$ cat config.mk
export PLATFORM = sky130hd
export DESIGN_NAME = lpht_home
export DESIGN_NICKNAME = d
export VERILOG_FILES = /design/src/sv/lpht_pkg.sv /design/src/sv/lpht_home.sv
export SDC_FILE = /design/constraint.sdc
export NUM_CORES = 1
export LEC_CHECK = 0
export BUFFER_PORTS_ARGS = -buffer_cell sky130_fd_sc_hd__clkbuf_2
export CORE_MARGIN = 5
export CORE_UTILIZATION = 25
export DETAILED_ROUTE_END_ITERATION = 12
export GPL_TIMING_DRIVEN = 0
export PLACE_DENSITY = 0.74
export SKIP_LAST_GASP = 1
export SYNTH_ARGS = -nofsm -noshare
export SYNTH_HDL_FRONTEND = slang
export SYNTH_SLANG_ARGS = --single-unit
$ cat constraint.sdc
create_clock -name clk -period 0.8 [get_ports clk]
set_input_delay 0.12 -clock clk [delete_from_list [all_inputs] [get_ports clk]]
set_output_delay 0.12 -clock clk [all_outputs]
set_load 0.01 [all_outputs]
$ cat src/sv/lpht_pkg.sv
// Shared types, field widths and codes of the linear probing hash table.
package lpht_pkg;

  localparam int OP_W     = 2;
  localparam int KEY_W    = 32;
  localparam int VALUE_W  = 32;
  localparam int STATUS_W = 3;
  localparam int ENTRY_W  = 11;

  // Request kinds; code 3 has no meaning and answers not found.
  localparam logic [OP_W-1:0] OP_PUT = 2'd0;
  localparam logic [OP_W-1:0] OP_GET = 2'd1;
  localparam logic [OP_W-1:0] OP_DEL = 2'd2;

  localparam logic [STATUS_W-1:0] ST_INSERTED  = 3'd0;
  localparam logic [STATUS_W-1:0] ST_UPDATED   = 3'd1;
  localparam logic [STATUS_W-1:0] ST_FOUND     = 3'd2;
  localparam logic [STATUS_W-1:0] ST_NOT_FOUND = 3'd3;
  localparam logic [STATUS_W-1:0] ST_DELETED   = 3'd4;
  localparam logic [STATUS_W-1:0] ST_FULL      = 3'd5;

  typedef struct packed {
    logic [OP_W-1:0]    op;
    logic [KEY_W-1:0]   key;
    logic [VALUE_W-1:0] value;
  } lpht_in_t;

  typedef struct packed {
    logic [STATUS_W-1:0] status;
    logic [VALUE_W-1:0]  found_value;
    logic [ENTRY_W-1:0]  entry_total;
  } lpht_out_t;

  typedef enum logic [2:0] {
    LS_CLEAR,
    LS_IDLE,
    LS_HOME,
    LS_PROBE,
    LS_DEL_READ,
    LS_DEL_CHECK
  } lpht_state_t;

endpackage

$ cat src/sv/lpht_home.sv
// Home slot unit: key modulo the table size, by bit mask when the size is a power of two, else by reciprocal multiply.
module lpht_home
  import lpht_pkg::*;
#(
  parameter int TABLE_SIZE = 1024,
  parameter int KEY_W_USED = 32
) (
  input  logic                          clk,
  input  logic                          rst_n,
  input  logic                          start,
  input  logic [KEY_W_USED-1:0]         key,
  output logic                          done,
  output logic [$clog2(TABLE_SIZE)-1:0] home
);

  localparam int ADDR_W  = $clog2(TABLE_SIZE);
  localparam bit IS_POW2 = (TABLE_SIZE & (TABLE_SIZE - 1)) == 0;

  generate
    if (IS_POW2) begin : g_mask
      localparam int EXT_W = (KEY_W_USED > ADDR_W) ? KEY_W_USED : ADDR_W;

      logic [EXT_W-1:0]  key_ext;
      logic              done_r;
      logic [ADDR_W-1:0] home_r;

      assign key_ext = EXT_W'(key);

      always_ff @(posedge clk) begin
        if (!rst_n) begin
          done_r <= 1'b0;
        end else begin
          done_r <= start;
        end
      end

      always_ff @(posedge clk) begin
        if (start) begin
          home_r <= key_ext[ADDR_W-1:0];
        end
      end

      assign done = done_r;
      assign home = home_r;
    end else begin : g_recip
      // Reciprocal multiply: (key * RECIP) >> SH is the exact quotient for
      // every key; the home slot is key minus quotient times table size.
      // Steps in order: latch, low partial product, quotient, remainder.
      localparam int          EXT_W    = (KEY_W_USED > ADDR_W) ? KEY_W_USED : ADDR_W;
      localparam int          SH       = KEY_W_USED + ADDR_W;
      localparam logic [63:0] RECIP    = ((64'd1 << SH) / 64'(TABLE_SIZE)) + 64'd1;
      localparam logic [15:0] RECIP_LO = RECIP[15:0];
      localparam logic [17:0] RECIP_HI = RECIP[33:16];
      localparam int          LO_W     = KEY_W_USED + 16;
      localparam int          HI_W     = KEY_W_USED + 18;
      localparam int          PW       = KEY_W_USED + 34;
      localparam int          QW       = PW - SH;
      localparam logic [ADDR_W-1:0] MOD_LO = ADDR_W'(TABLE_SIZE);

      logic [KEY_W_USED-1:0] key_r;
      logic [LO_W-1:0]       lo_r;
      logic [QW-1:0]         quot_r;
      logic [ADDR_W-1:0]     rem_r;
      logic [3:0]            ph_r;
      logic [LO_W-1:0]       lo_prod;
      logic [HI_W-1:0]       hi_prod;
      logic [PW-1:0]         full_prod;
      logic [EXT_W-1:0]      key_ext;
      logic [ADDR_W-1:0]     back;

      assign lo_prod   = LO_W'(key_r) * LO_W'(RECIP_LO);
      assign hi_prod   = HI_W'(key_r) * HI_W'(RECIP_HI);
      assign full_prod = PW'(lo_r) + {hi_prod, 16'b0};
      assign key_ext   = EXT_W'(key_r);
      // Only the low bits matter: the remainder is below the table size.
      assign back      = quot_r[ADDR_W-1:0] * MOD_LO;

      always_ff @(posedge clk) begin
        if (!rst_n) begin
          ph_r <= '0;
        end else begin
          ph_r <= {ph_r[2:0], start};
        end
      end

      always_ff @(posedge clk) begin
        if (start) begin
          key_r <= key;
        end
        if (ph_r[0]) begin
          lo_r <= lo_prod;
        end
        if (ph_r[1]) begin
          quot_r <= full_prod[SH +: QW];
        end
        if (ph_r[2]) begin
          rem_r <= key_ext[ADDR_W-1:0] - back;
        end
      end

      assign done = ph_r[3];
      assign home = rem_r;
    end
  endgenerate

endmodule
# == Yosys cells after proc, flatten, opt, wreduce, memory -nomap -nowiden ==
# Index checks and enable logic that the tools add are counted.
# word_totals
regBits,11
out_inout_bits,11
word_cells,2

# == Longest topological paths before layout ==
# logic_depth
word_depth,0
mapped_depth,1
ltp_nobuf,1

# == Worst setup path after synthesis ==
# OpenSTA, ideal clock, no wires.
# synth_path
path_type,register -> output
from,reg g_mask.home_r[0] (netlist: home[0])
to,out home[0]
t_arrival_ns,0.394
path_slack_ns,0.286
path_stages_with_launch,1
cell_sequence,edfxtp_1
# synth_lines
element,line,rtl
start: declaration,lpht_home.sv:25,logic [ADDR_W-1:0] home_r;
start signal: assignment,lpht_home.sv:39,home_r <= key_ext[ADDR_W-1:0];
end: declaration,lpht_home.sv:13,output logic [$clog2(TABLE_SIZE)-1:0] home
# No word-level cell between the ends.

# == Worst setup path after layout ==
# layout_path
from,reg g_mask.home_r[2] (netlist: home[2])
to,out home[2]
# No word-level cell between the ends.

==> summary.md <==
| Metric | Value |
|---|---|
| Worst endpoint required time | slightly below 0.7 ns |
| Cell Area, Synth | between 300 and 400 sq um |
| Dpl hpwl | approximately 540 um |
| Post-Syn Nets | 47 |
| Dominant cell type by area after synthesis | edfxtp_1 |
| First-pass GRT wire length | around 1000 um |
| DIE HEIGHT | ~46 um |
| Hold EP | home[8] |
| PD cells | around 2300 nW/um^2 |
| Syn Inst Count | 12 |
| CTS tree | done |
| Post-Layout Cell Count | 54 |
| Antenna violations before repair | 0 |
| Placer Congestion | 0.654 |
| CP arrival | just under 0.8 ns |
| Hold Startpoint | key[8] |
| Final hold violation count | 0 |
| CTS Sinks | 11 |
| Top cell type's share of synthesized area | 92.0% |
| Path type of the worst setup path | reg -> out |
| Remaining DRCs | 0 |
| Area of the core | 1270 sq um |
| Clock transition at path regs | approximately 0.06 ns |
| Final Cycle Share | 111% |
| Worst-Margin Slew | 0.257 ns |
| Leakage power | around 0.22 nW |
| WL final | ~670 um |
| Gr ovfl total | 0 |
| Yosys warns | 0 |
| Worst path cell trace | clkbuf_2 |
| P&R area growth vs syn | 51.3% |
| CP top delay family | flip-flops |
| Synth area leaders | edfxtp_1 92%, dfxtp_1 6.1%, and2_1 1.9% |
| Setup TNS | -0.705 ns |
| Worst setup EP type | output pin |
| Row Count | 13 |
| Layout fillers | roughly 130 |
| Area occupied by multi-input gates | around 6.3 sq um |
| Vias in the first global route | 240 |
| Failing checks | negative setup slack |
| Starting DRT DRC Count | 6 |
| Fmax | 1120 MHz |
| Hold crit path type | in -> reg |
| Utilization after layout | between 30% and 40% |
| Placed cell count | 50 |
| Total global-route track usage | about 7.4% |
| Commonest cells in the netlist | 10 x edfxtp_1, 1 x and2_1, 1 x dfxtp_1 |
| Main synth FF type | edfxtp_1 |
| Post-DP Area | around 460 sq um |
| TritonRoute pass-1 iters | 2 |
| Synthesized flop and latch total | 11 |
| Count leader, synth | edfxtp_1 |
| Register area | around 320 sq um |
| Post-route cell area | 494 sq um |
| Die area | between 2000 and 2500 sq um |
| Via density | ~4.0 |
| Slew Viols, Final | 0 |
| Routed via count | approximately 210 |
| Run status | finished with violations |
| Crit Path Max Fanout | 1 |
| Final WS setup | -0.0894 ns |
| CTS buffer count | 3 |
| Maxcap violations | 0 |
| Ports | 46 |
| Clock tree buffer depth | 2 |
| Die Width | 46.1 um |
| Initial core utilization | about a quarter |
| Worst slew margin | around 83% |
| Post-CTS setup buffers | 0 |
| Async set-or-reset flop fraction in the synthesized netlist | 0% |
| CP max-delay cell | edfxtp_1 |
| Distinct cells, synth | 3 |
| Hold Crit Depth | 1 |
| Buffers and inverters on the worst path | 1 |
| Share of layout cells above drive strength 1 | 69.2% |
| Startpoint types | flip-flop |
| RSZ-0062 raised after global routing | yes |
| WL per Instance | 12.4 um |
| Post-synth EDFFs | 10 |
| Synth Area per Inst | 27.2 sq um |
| Nets | 75 |
| Diodes inserted | 0 |
| Root buffer cell | clkbuf_4 |
| Total Power | between 1 and 1.5 mW |
| Number of setup violations in the final report | 11 |
| H-tree lvl count | 1 |
| Largest net degree at the start of global routing | 12 |
| Crit path time final | about 0.89 ns |
| Biggest cell delay along the critical path | between 0.3 and 0.4 ns |
| Worst IR Drop VDD | approximately 1 mV |
| Sequential element share of the synthesized area | 98.1% |
| IO buf count | 23 |
| Detail Route Antenna Nets | 0 |
==> how the worst max path moves through the flow <==
stage	start	end	slack, ns	cells past startpoint
floorplan	home[0]	home[0]	0.29	0
global placement	start	home[1]	0.12	1
detailed placement	start	home[1]	0.1	1
CTS	home[2]	home[2]	-0.12	1
global route	home[2]	home[2]	-0.13	1
finish	home[2]	home[2]	-0.09	1
==> what timing repair did <==
| item | CTS | global route |
|---|---|---|
| gates resized for setup | 0 | 3 |
| hold endpoints to repair | 0 | 0 |
| hold buffers | 0 | 0 |
| setup endpoints to repair | 11 | 11 |
==> report_power, final <==
| part | leakage, nW | switching [mW] | internal, mW | total (mW) |
|---|---|---|---|---|
| combinational | 0.100 | 0.0543 | 0.0514 | 0.106 |
| sequential | 0.106 | 0.0111 | 0.675 | 0.687 |
| clock | 0.0150 | 0.160 | 0.192 | 0.352 |
| total | 0.222 | 0.226 | 0.919 | 1.14 |
==> registers in the layout, summed over array words and instances, names as in the netlist <==
register and cells:
done 1, home 10
==> per-layer routing <==
layer	up-vias	part of all wire [%]	track usage, %
li1	100	-	-
met1	92	38	7.47
met2	20	41	10.2
met3	2	20	3.52
met4	0	0.75	8.52
met5	-	0	0
==> layout by cell type (no fill, tap or decap) <==
cell	n
clkbuf_2	22
edfxtp_1	10
clkbuf_4	3
and2_1	1
clkbuf_1	1
dfxtp_2	1
buf_6	1
==> metrics by stage <==
step                setup WS (ns)  hold WS [ns]
detailed placement         0.0990         0.299
floorplan                   0.286         0.219
CTS                        -0.124        0.0192
global placement            0.123         0.298
finish                    -0.0894        0.0356
global route               -0.134        0.0173
==> cells by family after synthesis <==
group         Yosys count  synth area share, %
simple gates            1                 1.92
flops                  11                 98.1
==> cell type report <==
| cell class | count | share of cell area (%) |
|---|---|---|
| tap | 15 | 3.80 |
| sequential | 11 | 65.1 |
| multi-input combinational | 1 | 1.27 |
| timing repair buffer | 23 | 24.6 |
| clock buffer | 4 | 5.32 |
(Power assumes the default switching activity.)
